<file path="src/rtl/core/worst_fit_segment_allocator_macros.svh">
// assertion macros for the worst fit segment allocator
`ifndef WORST_FIT_SEGMENT_ALLOCATOR_MACROS_SVH
`define WORST_FIT_SEGMENT_ALLOCATOR_MACROS_SVH
`ifndef ASSERT_OFF
`define WFSA_ASSERT_SAME(lbl, clk, rst_n, ante, cons) \
    lbl: assert property (@(posedge clk) disable iff (!rst_n) (ante) |-> (cons)) \
        else $error("wfsa assertion failed");
`define WFSA_ASSERT_NEXT(lbl, clk, rst_n, ante, cons) \
    lbl: assert property (@(posedge clk) disable iff (!rst_n) (ante) |=> (cons)) \
        else $error("wfsa assertion failed");
`else
`define WFSA_ASSERT_SAME(lbl, clk, rst_n, ante, cons)
`define WFSA_ASSERT_NEXT(lbl, clk, rst_n, ante, cons)
`endif
`endif

</file>
<file path="src/rtl/core/wfsa_pkg.sv">
// shared constants and types of the worst fit segment allocator
`timescale 1ns / 1ps
package wfsa_pkg;

    localparam int DEF_MAX_SEGMENTS = 64;
    localparam int DEF_POOL_BITS    = 16;

    localparam int STATUS_W = 3;

    localparam logic [STATUS_W-1:0] ST_OK       = 3'd0;
    localparam logic [STATUS_W-1:0] ST_NOSPACE  = 3'd1;
    localparam logic [STATUS_W-1:0] ST_NOTFOUND = 3'd2;
    localparam logic [STATUS_W-1:0] ST_FULL     = 3'd3;
    localparam logic [STATUS_W-1:0] ST_ZERO     = 3'd4;

    localparam logic ACT_ALLOC = 1'b0;
    localparam logic ACT_FREE  = 1'b1;

    typedef struct packed {
        logic shift;
        logic load;
    } chain_ctl_t;

endpackage

</file>
<file path="src/rtl/core/wfsa_req_if.sv">
// request channel of the allocator
`timescale 1ns / 1ps
interface wfsa_req_if #(
    parameter int POOL_BITS = wfsa_pkg::DEF_POOL_BITS
);
    logic                 valid;
    logic                 ready;
    logic                 action;
    logic [POOL_BITS:0]   request_size;
    logic [POOL_BITS-1:0] block_offset;

    modport source (output valid, output action, output request_size,
                    output block_offset, input ready);
    modport sink   (input valid, input action, input request_size,
                    input block_offset, output ready);
endinterface

</file>
<file path="src/rtl/core/wfsa_rsp_if.sv">
// response channel of the allocator
`timescale 1ns / 1ps
interface wfsa_rsp_if #(
    parameter int POOL_BITS = wfsa_pkg::DEF_POOL_BITS,
    parameter int HOLE_W    = 7
);
    logic                          valid;
    logic                          ready;
    logic [wfsa_pkg::STATUS_W-1:0] status;
    logic [POOL_BITS-1:0]          granted_offset;
    logic [HOLE_W-1:0]             hole_count;
    logic [POOL_BITS:0]            allocated_bytes;
    logic [POOL_BITS:0]            largest_free;

    modport source (output valid, output status, output granted_offset,
                    output hole_count, output allocated_bytes,
                    output largest_free, input ready);
    modport sink   (input valid, input status, input granted_offset,
                    input hole_count, input allocated_bytes,
                    input largest_free, output ready);
endinterface

</file>
<file path="src/rtl/core/worst_fit_segment_allocator.sv">
// Worst fit segment allocator: the segment table lives in a chain of
// MAX_SEGMENTS cells that shifts toward cell 0 and wraps through the sequencer.
// Every request steps through: accept, a full rotation of the chain to find
// the worst fit or the offset, decide, a second rotation that rewrites the
// table in place and counts holes, used bytes and the largest hole, and
// posting the response, which holds until any earlier response is taken.
// A new request is taken while the previous response still waits. A
// pool_size write reloads the table; after reset the table loads first and
// no request is taken while it loads.
`timescale 1ns / 1ps
`include "worst_fit_segment_allocator_macros.svh"
module worst_fit_segment_allocator #(
    parameter int MAX_SEGMENTS = wfsa_pkg::DEF_MAX_SEGMENTS,
    parameter int POOL_BITS    = wfsa_pkg::DEF_POOL_BITS
) (
    input  logic               clk,
    input  logic               rst_n,
    wfsa_req_if.sink           req,
    wfsa_rsp_if.source         rsp,
    input  logic               cfg_we,
    input  logic [POOL_BITS:0] cfg_data
);
    localparam int EW = 2*POOL_BITS + 3;

    wfsa_pkg::chain_ctl_t ctl;
    logic [EW-1:0]        seed;
    logic [EW-1:0]        tail;
    logic [EW-1:0]        cell_q [MAX_SEGMENTS];

    wfsa_ctrl #(
        .MAX_SEGMENTS (MAX_SEGMENTS),
        .POOL_BITS    (POOL_BITS)
    ) u_ctrl (
        .clk      (clk),
        .rst_n    (rst_n),
        .req      (req),
        .rsp      (rsp),
        .cfg_we   (cfg_we),
        .cfg_data (cfg_data),
        .ctl      (ctl),
        .seed     (seed),
        .tail     (tail),
        .head     (cell_q[0])
    );

    for (genvar i = 0; i < MAX_SEGMENTS; i++)
    begin : g_cell
        logic [EW-1:0] nxt;
        logic [EW-1:0] cell_seed;

        if (i == MAX_SEGMENTS - 1)
        begin : g_last
            assign nxt = tail;
        end
        else
        begin : g_mid
            assign nxt = cell_q[i+1];
        end

        // only the first cell comes up holding the whole pool
        if (i == 0)
        begin : g_first
            assign cell_seed = seed;
        end
        else
        begin : g_rest
            assign cell_seed = '0;
        end

        wfsa_cell #(
            .EW (EW)
        ) u_cell (
            .clk   (clk),
            .rst_n (rst_n),
            .ctl   (ctl),
            .seed  (cell_seed),
            .nxt   (nxt),
            .q     (cell_q[i])
        );
    end

    `WFSA_ASSERT_NEXT(a_busy_after_req, clk, rst_n, req.valid && req.ready, !req.ready)
    `WFSA_ASSERT_SAME(a_grant_only_ok, clk, rst_n, rsp.valid && (rsp.status != wfsa_pkg::ST_OK), rsp.granted_offset == '0)
    `WFSA_ASSERT_SAME(a_no_hole_no_free, clk, rst_n, rsp.valid && (rsp.hole_count == '0), rsp.largest_free == '0)
endmodule

</file>
<file path="src/rtl/core/wfsa_cell.sv">
// one segment table cell of the shifting chain
`timescale 1ns / 1ps
module wfsa_cell #(
    parameter int EW = 35
) (
    input  logic                 clk,
    input  logic                 rst_n,
    input  wfsa_pkg::chain_ctl_t ctl,
    input  logic [EW-1:0]        seed,
    input  logic [EW-1:0]        nxt,
    output logic [EW-1:0]        q
);
    logic          valid_reg;
    logic [EW-2:0] body_reg;

    always_ff @(posedge clk or negedge rst_n)
    begin
        if (!rst_n)
        begin
            valid_reg <= 1'b0;
        end
        else if (ctl.load)
        begin
            valid_reg <= seed[EW-1];
        end
        else if (ctl.shift)
        begin
            valid_reg <= nxt[EW-1];
        end
    end

    always_ff @(posedge clk)
    begin
        if (ctl.load)
        begin
            body_reg <= seed[EW-2:0];
        end
        else if (ctl.shift)
        begin
            body_reg <= nxt[EW-2:0];
        end
    end

    assign q = {valid_reg, body_reg};
endmodule

</file>
<file path="src/rtl/core/wfsa_ctrl.sv">
// sequencer: scan pass, edit pass and result statistics
`timescale 1ns / 1ps
module wfsa_ctrl #(
    parameter int MAX_SEGMENTS = wfsa_pkg::DEF_MAX_SEGMENTS,
    parameter int POOL_BITS    = wfsa_pkg::DEF_POOL_BITS
) (
    input  logic                       clk,
    input  logic                       rst_n,
    wfsa_req_if.sink                   req,
    wfsa_rsp_if.source                 rsp,
    input  logic                       cfg_we,
    input  logic [POOL_BITS:0]         cfg_data,
    output wfsa_pkg::chain_ctl_t       ctl,
    output logic [2*POOL_BITS+2:0]     seed,
    output logic [2*POOL_BITS+2:0]     tail,
    input  logic [2*POOL_BITS+2:0]     head
);
    localparam int EW = 2*POOL_BITS + 3;
    localparam int LW = POOL_BITS + 1;
    localparam int IW = $clog2(MAX_SEGMENTS);
    localparam int CW = $clog2(MAX_SEGMENTS + 1);
    localparam int TW = $clog2(MAX_SEGMENTS + 2);

    typedef enum logic [2:0] {S_IDLE, S_SCAN, S_DECIDE, S_EDIT, S_DONE} state_t;
    typedef enum logic [1:0] {ED_NONE, ED_MARK, ED_SPLIT, ED_MERGE} edit_t;

    state_t                        state_reg;
    edit_t                         edit_reg;
    logic                          init_reg;
    logic [LW-1:0]                 pool_reg;
    logic [TW-1:0]                 t_reg;
    logic                          act_reg;
    logic [LW-1:0]                 req_reg;
    logic [POOL_BITS-1:0]          off_reg;
    logic [CW-1:0]                 cnt_reg;
    logic                          found_reg;
    logic [IW-1:0]                 best_idx_reg;
    logic [LW-1:0]                 best_len_reg;
    logic [POOL_BITS-1:0]          best_start_reg;
    logic                          hit_reg;
    logic                          rchk_reg;
    logic                          lft_reg;
    logic                          rgt_reg;
    logic [IW-1:0]                 base_idx_reg;
    logic [POOL_BITS-1:0]          base_start_reg;
    logic [LW-1:0]                 mlen_reg;
    logic [IW-1:0]                 pos_reg;
    logic [1:0]                    drop_reg;
    logic [EW-1:0]                 ent_a_reg;
    logic [EW-1:0]                 ent_b_reg;
    logic [EW-1:0]                 w1_reg;
    logic [EW-1:0]                 w2_reg;
    logic [EW-1:0]                 w3_reg;
    logic [wfsa_pkg::STATUS_W-1:0] status_reg;
    logic [POOL_BITS-1:0]          granted_reg;
    logic [CW-1:0]                 holes_reg;
    logic [LW-1:0]                 used_sum_reg;
    logic [LW-1:0]                 largest_reg;
    logic                          rsp_valid_reg;
    logic [wfsa_pkg::STATUS_W-1:0] rsp_status_reg;
    logic [POOL_BITS-1:0]          rsp_granted_reg;
    logic [CW-1:0]                 rsp_holes_reg;
    logic [LW-1:0]                 rsp_used_reg;
    logic [LW-1:0]                 rsp_largest_reg;

    logic [LW-1:0]        pool_max;
    logic [LW-1:0]        cfg_clamped;
    logic [LW-1:0]        init_len;
    logic                 h_valid;
    logic                 h_used;
    logic [POOL_BITS-1:0] h_start;
    logic [LW-1:0]        h_len;
    logic                 fit;
    logic [TW-1:0]        j;
    logic [TW-1:0]        pos_ext;
    logic [EW-1:0]        o;
    logic                 o_valid;
    logic                 o_used;
    logic [LW-1:0]        o_len;
    logic [LW-1:0]        split_sum;

    assign pool_max    = LW'(1) << POOL_BITS;
    assign cfg_clamped = (cfg_data == '0) ? LW'(1) :
                         ((cfg_data > pool_max) ? pool_max : cfg_data);
    assign init_len    = cfg_we ? cfg_clamped : pool_reg;
    assign seed        = {1'b1, 1'b0, {POOL_BITS{1'b0}}, init_len};

    assign ctl.load  = cfg_we | init_reg;
    assign ctl.shift = (state_reg == S_SCAN) || (state_reg == S_EDIT);

    assign h_valid = head[EW-1];
    assign h_used  = head[EW-2];
    assign h_start = head[EW-3 -: POOL_BITS];
    assign h_len   = head[LW-1:0];

    assign fit = h_valid && !h_used && (h_len >= req_reg) &&
                 (!found_reg || (h_len > best_len_reg));

    assign j         = t_reg - TW'(2);
    assign pos_ext   = TW'(pos_reg);
    assign split_sum = {1'b0, best_start_reg} + req_reg;

    // output slot j of the edited table, built from the delayed copies w1, w2, w3 of the head
    always_comb
    begin
        o = '0;
        if (t_reg >= TW'(2))
        begin
            case (edit_reg)
                ED_NONE:  o = w2_reg;
                ED_MARK:  o = (j == pos_ext) ? ent_a_reg : w2_reg;
                ED_SPLIT:
                begin
                    if (j < pos_ext)
                        o = w2_reg;
                    else if (j == pos_ext)
                        o = ent_a_reg;
                    else if (j == pos_ext + TW'(1))
                        o = ent_b_reg;
                    else
                        o = w3_reg;
                end
                ED_MERGE:
                begin
                    if (j < pos_ext)
                        o = w2_reg;
                    else if (j == pos_ext)
                        o = ent_a_reg;
                    else
                    begin
                        case (drop_reg)
                            2'd0:    o = w2_reg;
                            2'd1:    o = w1_reg;
                            default: o = head;
                        endcase
                    end
                end
                default:  o = w2_reg;
            endcase
        end
    end

    assign o_valid = o[EW-1];
    assign o_used  = o[EW-2];
    assign o_len   = o[LW-1:0];
    assign tail    = (state_reg == S_EDIT) ? o : head;

    assign req.ready           = (state_reg == S_IDLE) && !init_reg;
    assign rsp.valid           = rsp_valid_reg;
    assign rsp.status          = rsp_status_reg;
    assign rsp.granted_offset  = rsp_granted_reg;
    assign rsp.hole_count      = rsp_holes_reg;
    assign rsp.allocated_bytes = rsp_used_reg;
    assign rsp.largest_free    = rsp_largest_reg;

    always_ff @(posedge clk or negedge rst_n)
    begin
        if (!rst_n)
        begin
            state_reg       <= S_IDLE;
            edit_reg        <= ED_NONE;
            init_reg        <= 1'b1;
            pool_reg        <= LW'(1) << POOL_BITS;
            t_reg           <= '0;
            act_reg         <= wfsa_pkg::ACT_ALLOC;
            req_reg         <= '0;
            off_reg         <= '0;
            cnt_reg         <= '0;
            found_reg       <= 1'b0;
            best_idx_reg    <= '0;
            best_len_reg    <= '0;
            best_start_reg  <= '0;
            hit_reg         <= 1'b0;
            rchk_reg        <= 1'b0;
            lft_reg         <= 1'b0;
            rgt_reg         <= 1'b0;
            base_idx_reg    <= '0;
            base_start_reg  <= '0;
            mlen_reg        <= '0;
            pos_reg         <= '0;
            drop_reg        <= '0;
            ent_a_reg       <= '0;
            ent_b_reg       <= '0;
            w1_reg          <= '0;
            w2_reg          <= '0;
            w3_reg          <= '0;
            status_reg      <= wfsa_pkg::ST_OK;
            granted_reg     <= '0;
            holes_reg       <= '0;
            used_sum_reg    <= '0;
            largest_reg     <= '0;
            rsp_valid_reg   <= 1'b0;
            rsp_status_reg  <= wfsa_pkg::ST_OK;
            rsp_granted_reg <= '0;
            rsp_holes_reg   <= '0;
            rsp_used_reg    <= '0;
            rsp_largest_reg <= '0;
        end
        else
        begin
            init_reg <= 1'b0;
            if (cfg_we)
            begin
                pool_reg <= cfg_clamped;
            end
            if (rsp_valid_reg && rsp.ready && (state_reg != S_DONE))
            begin
                rsp_valid_reg <= 1'b0;
            end

            case (state_reg)
                S_IDLE:
                begin
                    if (req.valid && req.ready)
                    begin
                        act_reg     <= req.action;
                        req_reg     <= req.request_size;
                        off_reg     <= req.block_offset;
                        t_reg       <= '0;
                        cnt_reg     <= '0;
                        found_reg   <= 1'b0;
                        hit_reg     <= 1'b0;
                        rchk_reg    <= 1'b0;
                        lft_reg     <= 1'b0;
                        rgt_reg     <= 1'b0;
                        granted_reg <= '0;
                        state_reg   <= S_SCAN;
                    end
                end

                S_SCAN:
                begin
                    w1_reg  <= head;
                    cnt_reg <= cnt_reg + CW'(h_valid);
                    if (fit)
                    begin
                        found_reg      <= 1'b1;
                        best_idx_reg   <= t_reg[IW-1:0];
                        best_len_reg   <= h_len;
                        best_start_reg <= h_start;
                    end
                    // right neighbor of the freed segment passes in the next cycle
                    if (rchk_reg)
                    begin
                        rchk_reg <= 1'b0;
                        if (h_valid && !h_used)
                        begin
                            rgt_reg  <= 1'b1;
                            mlen_reg <= mlen_reg + h_len;
                        end
                    end
                    if (!hit_reg && h_valid && (h_start == off_reg))
                    begin
                        hit_reg  <= 1'b1;
                        rchk_reg <= 1'b1;
                        if ((t_reg != '0) && w1_reg[EW-1] && !w1_reg[EW-2])
                        begin
                            lft_reg        <= 1'b1;
                            base_idx_reg   <= IW'(t_reg - TW'(1));
                            base_start_reg <= w1_reg[EW-3 -: POOL_BITS];
                            mlen_reg       <= w1_reg[LW-1:0] + h_len;
                        end
                        else
                        begin
                            base_idx_reg   <= t_reg[IW-1:0];
                            base_start_reg <= h_start;
                            mlen_reg       <= h_len;
                        end
                    end
                    if (t_reg == TW'(MAX_SEGMENTS - 1))
                    begin
                        t_reg     <= '0;
                        state_reg <= S_DECIDE;
                    end
                    else
                    begin
                        t_reg <= t_reg + TW'(1);
                    end
                end

                S_DECIDE:
                begin
                    edit_reg     <= ED_NONE;
                    holes_reg    <= '0;
                    used_sum_reg <= '0;
                    largest_reg  <= '0;
                    t_reg        <= '0;
                    state_reg    <= S_EDIT;
                    if (act_reg == wfsa_pkg::ACT_ALLOC)
                    begin
                        if (req_reg == '0)
                        begin
                            status_reg <= wfsa_pkg::ST_ZERO;
                        end
                        else if (!found_reg)
                        begin
                            status_reg <= wfsa_pkg::ST_NOSPACE;
                        end
                        else if (best_len_reg != req_reg)
                        begin
                            if (cnt_reg >= CW'(MAX_SEGMENTS))
                            begin
                                status_reg <= wfsa_pkg::ST_FULL;
                            end
                            else
                            begin
                                status_reg  <= wfsa_pkg::ST_OK;
                                granted_reg <= best_start_reg;
                                edit_reg    <= ED_SPLIT;
                                pos_reg     <= best_idx_reg;
                                ent_a_reg   <= {1'b1, 1'b1, best_start_reg, req_reg};
                                ent_b_reg   <= {1'b1, 1'b0, split_sum[POOL_BITS-1:0],
                                                best_len_reg - req_reg};
                            end
                        end
                        else
                        begin
                            status_reg  <= wfsa_pkg::ST_OK;
                            granted_reg <= best_start_reg;
                            edit_reg    <= ED_MARK;
                            pos_reg     <= best_idx_reg;
                            ent_a_reg   <= {1'b1, 1'b1, best_start_reg, best_len_reg};
                        end
                    end
                    else
                    begin
                        if (!hit_reg)
                        begin
                            status_reg <= wfsa_pkg::ST_NOTFOUND;
                        end
                        else
                        begin
                            status_reg <= wfsa_pkg::ST_OK;
                            edit_reg   <= ED_MERGE;
                            pos_reg    <= base_idx_reg;
                            drop_reg   <= {1'b0, lft_reg} + {1'b0, rgt_reg};
                            ent_a_reg  <= {1'b1, 1'b0, base_start_reg, mlen_reg};
                        end
                    end
                end

                S_EDIT:
                begin
                    w1_reg <= head;
                    w2_reg <= w1_reg;
                    w3_reg <= w2_reg;
                    if (o_valid)
                    begin
                        if (o_used)
                        begin
                            used_sum_reg <= used_sum_reg + o_len;
                        end
                        else
                        begin
                            holes_reg <= holes_reg + CW'(1);
                            if (o_len > largest_reg)
                            begin
                                largest_reg <= o_len;
                            end
                        end
                    end
                    if (t_reg == TW'(MAX_SEGMENTS + 1))
                    begin
                        state_reg <= S_DONE;
                    end
                    else
                    begin
                        t_reg <= t_reg + TW'(1);
                    end
                end

                S_DONE:
                begin
                    if (!rsp_valid_reg || rsp.ready)
                    begin
                        rsp_valid_reg   <= 1'b1;
                        rsp_status_reg  <= status_reg;
                        rsp_granted_reg <= granted_reg;
                        rsp_holes_reg   <= holes_reg;
                        rsp_used_reg    <= used_sum_reg;
                        rsp_largest_reg <= largest_reg;
                        state_reg       <= S_IDLE;
                    end
                end

                default:
                begin
                    state_reg <= S_IDLE;
                end
            endcase
        end
    end
endmodule
</file>
<file path="src/flat_wrapper.sv">
// flat-port wrapper written by rule: the top's interface ports become plain ports
module worst_fit_segment_allocator_flat 
#(
    parameter int MAX_SEGMENTS = wfsa_pkg::DEF_MAX_SEGMENTS,
    parameter int POOL_BITS    = wfsa_pkg::DEF_POOL_BITS
)
  (clk, rst_n, cfg_we, cfg_data, req_valid, req_action, req_request_size, req_block_offset, req_ready, rsp_valid, rsp_status, rsp_granted_offset, rsp_hole_count, rsp_allocated_bytes, rsp_largest_free, rsp_ready);
  wfsa_req_if #(.POOL_BITS(POOL_BITS)) req_i ();
  wfsa_rsp_if #(.POOL_BITS(POOL_BITS)) rsp_i ();
  input  logic clk;
  input  logic rst_n;
  input  logic cfg_we;
  input  logic [POOL_BITS:0] cfg_data;
  input wire logic [$bits(req_i.valid)-1:0] req_valid;
  input wire logic [$bits(req_i.action)-1:0] req_action;
  input wire logic [$bits(req_i.request_size)-1:0] req_request_size;
  input wire logic [$bits(req_i.block_offset)-1:0] req_block_offset;
  output wire logic [$bits(req_i.ready)-1:0] req_ready;
  output wire logic [$bits(rsp_i.valid)-1:0] rsp_valid;
  output wire logic [$bits(rsp_i.status)-1:0] rsp_status;
  output wire logic [$bits(rsp_i.granted_offset)-1:0] rsp_granted_offset;
  output wire logic [$bits(rsp_i.hole_count)-1:0] rsp_hole_count;
  output wire logic [$bits(rsp_i.allocated_bytes)-1:0] rsp_allocated_bytes;
  output wire logic [$bits(rsp_i.largest_free)-1:0] rsp_largest_free;
  input wire logic [$bits(rsp_i.ready)-1:0] rsp_ready;
  assign req_i.valid = req_valid;
  assign req_i.action = req_action;
  assign req_i.request_size = req_request_size;
  assign req_i.block_offset = req_block_offset;
  assign req_ready = req_i.ready;
  assign rsp_valid = rsp_i.valid;
  assign rsp_status = rsp_i.status;
  assign rsp_granted_offset = rsp_i.granted_offset;
  assign rsp_hole_count = rsp_i.hole_count;
  assign rsp_allocated_bytes = rsp_i.allocated_bytes;
  assign rsp_largest_free = rsp_i.largest_free;
  assign rsp_i.ready = rsp_ready;
  worst_fit_segment_allocator #(.MAX_SEGMENTS(MAX_SEGMENTS), .POOL_BITS(POOL_BITS)) u_core (.clk(clk), .rst_n(rst_n), .req(req_i), .rsp(rsp_i), .cfg_we(cfg_we), .cfg_data(cfg_data));
endmodule
</file>
<file path="config.mk">
export PLATFORM = sky130hd
export DESIGN_NAME = worst_fit_segment_allocator_flat
export DESIGN_NICKNAME = d
export VERILOG_FILES = /design/src/rtl/core/wfsa_pkg.sv /design/src/rtl/core/wfsa_req_if.sv /design/src/rtl/core/wfsa_rsp_if.sv /design/src/rtl/core/worst_fit_segment_allocator.sv /design/src/rtl/core/wfsa_cell.sv /design/src/rtl/core/wfsa_ctrl.sv /design/src/flat_wrapper.sv
export VERILOG_INCLUDE_DIRS = /design/src /design/src/rtl/core
export SDC_FILE = /design/constraint.sdc
export NUM_CORES = 2
export LEC_CHECK = 0
export BUFFER_PORTS_ARGS = -buffer_cell sky130_fd_sc_hd__buf_4
export CAP_MARGIN = 20
export CORE_ASPECT_RATIO = 0.5
export CORE_MARGIN = 10
export CORE_UTILIZATION = 55
export CTS_CLUSTER_DIAMETER = 60
export DETAILED_ROUTE_END_ITERATION = 6
export PLACE_DENSITY = 0.72
export SLEW_MARGIN = 15
export SYNTH_ARGS = -nofsm -noshare
export SYNTH_HDL_FRONTEND = slang
export SYNTH_SLANG_ARGS = --single-unit
</file>
<file path="constraint.sdc">
create_clock -name clk -period 6.3 [get_ports clk]
set_input_delay 0.945 -clock clk [delete_from_list [all_inputs] [get_ports clk]]
set_output_delay 0.945 -clock clk [all_outputs]
set_load 0.03 [all_outputs]
</file>
==> results.cfg <==
[run_status]
run_status = complete, no violations

[logic_synthesis]
synth.area.mux_share_pct = 2.37
yosysUniqueCellTypes = 75
syn_nets = 12900
synth_top_area_share_pct = 41.9
synth_compound_area_share_pct = 15.6
synth_warnings = 0
yosys.area.top_type = dfxtp_1
synthAdderAreaFrac_pct = 1.89
synth_xor_xnor_area_share_pct = 0.824
ys_ff_latch = 2697
ys_seq_area_share_pct = 55.1
synth_top_family_by_area = simple AND/OR/NAND/NOR gates
synthFlopType = dfxtp_1
synth.top_cells.by_area = dfxtp_1 (42%), nand2_1 (18%), dfrtp_1 (13%)
synth_edf_count = 17
yosys.area_share.simple_pct = 20.5
syn_inst = 12700
avgSynthCellArea_um2 = 8.10
synthesis.area_mm2 = 0.103
async_reset_ff_share_pct = 19.3

[placement]
hpwl_mm = 172
gp_congestion = 0.924
place_area_mm2 = 0.105
io_buffers = 117

[power]
switchingPower_w = 0.00730
pwr-share-clk_pct = 43.8
combPwrFrac_pct = 3.4
powerDensity_mw_per_mm2 = 291
seq_power_share_pct = 52.8
intPower_w = 0.0256
p_leak_nw = 39.8
irDropWorstVdd_uv = 256
switching_share_pct = 22.2

[sta]
max_freq_ghz = 0.168
max-slew-margin-rel_pct = 25.0
worst_slew_pin_slew_ps = 1120
rsz0062_at_grt = false
hold_violations = 0
fin_setup_tns_ps = 0
finalMaxSlewViolations = 0
fin_skew_ps = 75.9
finalSetupViolations = 0
period_share_pct = 94.7
min_period_ps = 5970

[die]
die_h_um = 326
die_area_mm2 = 0.206
die_w_um = 632
initial_utilization_pct = 55.3
ios = 118
core_area_mm2 = 0.186
num_rows = 112

[drt]
drtIter0Drc = 8428
finalWirelength_mm = 268
vias = 82700
routed_via_density = 5.50
ant_nets = 0
drt_pass1_iterations = 6
drc = 0
avgRoutedWirePerCell_um = 17.9

[cells_and_area]
final_common_cell = nand2_1
post-route-util_pct = 60.7
stdcell_area_mm2 = 0.113
nFillCells = 16800
layout_common_cells = nand2_1 (5074), a21oi_1 (2443), dfxtp_1 (2159), dfrtp_1 (515), o21ai_0 (318)
seq_area_mm2 = 0.0568
area_growth_pct = 9.67
fin_nets = 12500
largest_register_ffs = 2176
layout-drive-gt1-share_pct = 6.52
multi_input_area_mm2 = 0.0426

[global_routing]
grt_first_pass_wirelength_mm = 423
grt_pass1_vias = 74500
track_usage_pct = 25.0
grt_max_degree = 250
antenna_found_initial = 5
grt.overflow.total = 0

[clocking]
cts_root_buf = clkbuf_16
cts_buffer_depth = 4
ctsHtreeMaxLevel = 4
cts_made_buffers = 229
clock-sinks = 2697
postCtsHoldBufs = 0
cts_tree = built
clock_latency_ps = 910
clk_pin_slew_ps = 70

[worst_hold_path]
min_path_type = input port to async pin

[worst_setup_path]
critPathMaxFanout = 5
endpoint_kind = flip-flop
critPathKind = flip-flop to flip-flop
regToRegSetupSlack_ps = 330
setup.worst_path.start = u_core.u_ctrl.t_reg[2]$_DFFE_PN0P_
reg2reg_to = u_core.u_ctrl.used_sum_reg[16]$_DFFE_PN0P_
cp-start-kind = flip-flop
cp.arrival_ps = 6690
reg2reg_from = u_core.u_ctrl.t_reg[2]$_DFFE_PN0P_
worst-r2r-cell-count = 27
crit_required_ps = 7020

[job]
drv_cap = 0
cells by family (layout without fill, tap and decap cells):
| family | count (synthesis) | in the layout |
|---|---|---|
| AOI/OAI and AO/OA | 3054 | 3054 |
| buffers and inverters | 1014 | 798 |
| DFF | 2697 | 2697 |
| adders and majority gates | 153 | 153 |
| xor gates and xnor gates | 97 | 97 |
| and+or+nand+nor | 5488 | 5488 |
| muxes | 228 | 228 |
| other | 1 | 3 |
critical path, cell delays in order, from the launching register on:
cell	delay [ps]
dfrtp_1	390
inv_1	90
ha_1	230
or3b_2	530
xor2_2	200
inv_1	60
ha_1	290
nand3_1	110
nor2_2	160
nand3_2	160
nand2_1	230
o21ai_0	130
a31oi_1	210
o21ai_0	100
o22ai_1	500
nor2_1	110
buf_4	170
ha_1	300
inv_1	60
o21bai_1	220
a21oi_1	150
or4_1	520
a31oi_1	250
o21ai_0	110
nand2b_1	90
xnor2_1	70
and3_1	190
a211o_1	220
power groups by stage:
stage	sequential, W	combinational, W	clock, W
floorplan	0.0177	0.000718	0
global placement	0.0177	0.00109	0
detailed placement	0.0178	0.00110	0
CTS	0.0174	0.00110	0.0147
global route	0.0174	0.00124	0.0154
finish	0.0174	0.00111	0.0144
worst max-delay path by stage:
| stage | end | slack [ps] | depth (start not counted) |
|---|---|---|---|
| CTS | u_core.u_ctrl.used_sum_reg[16]$_DFFE_PN0P_ | 190 | 27 |
| global route | u_core.u_ctrl.used_sum_reg[16]$_DFFE_PN0P_ | 10 | 27 |
| floorplan | u_core.u_ctrl.used_sum_reg[16]$_DFFE_PN0P_ | 250 | 27 |
| finish | u_core.u_ctrl.used_sum_reg[16]$_DFFE_PN0P_ | 330 | 27 |
| global placement | u_core.u_ctrl.used_sum_reg[16]$_DFFE_PN0P_ | 270 | 27 |
| detailed placement | u_core.u_ctrl.used_sum_reg[16]$_DFFE_PN0P_ | 230 | 27 |
through the flow:
step | power [W] | setup WS, ps | instances | hold slack, ps
floorplan | 0.0184 | 253 | 12700 | 429
global placement | 0.0188 | 272 | 14600 | 436
detailed placement | 0.0189 | 225 | 14600 | 441
CTS | 0.0331 | 192 | 15000 | 125
global route | 0.0340 | 11.9 | 15000 | 157
finish | 0.0329 | 332 | 15000 | 123
what timing repair did:
item,CTS,global route
gates resized for setup,0,7
setup endpoints to repair,0,20
setup buffers,0,0
routing by layer:
layer	global-route usage, %	part of all wire (%)	vias to the layer above
met1	37.5	48	39600
li1	-	-	40900
met3	5.37	7.0	385
met5	0	0.014	-
met2	36.3	42	1798
met4	6.23	2.5	6
cell usage after synthesis, types with 23 or more instances:
cell type	n
nand4_1	31
a22o_1	34
inv_1	105
a21o_1	37
nand3_1	34
and3_1	24
a21oi_1	2443
ha_1	148
nand2b_1	23
clkbuf_1	876
nor3_1	40
dfxtp_1	2159
xor2_1	36
xnor2_1	61
dfrtp_1	519
mux2_2	124
o22ai_1	41
nor2_1	173
o21ai_0	319
mux2i_1	103
nand2_1	5076
final cells by class:
cell class | count | area share (%)
antenna | 2 | 0.00443
sequential | 2697 | 50.2
tap | 2508 | 2.77
inverter | 105 | 0.349
clock buffer | 320 | 5.90
multi-input combinational | 9021 | 37.7
timing repair buffer | 278 | 2.26
clock inverter | 95 | 0.827
(Power assumes the default switching activity.)
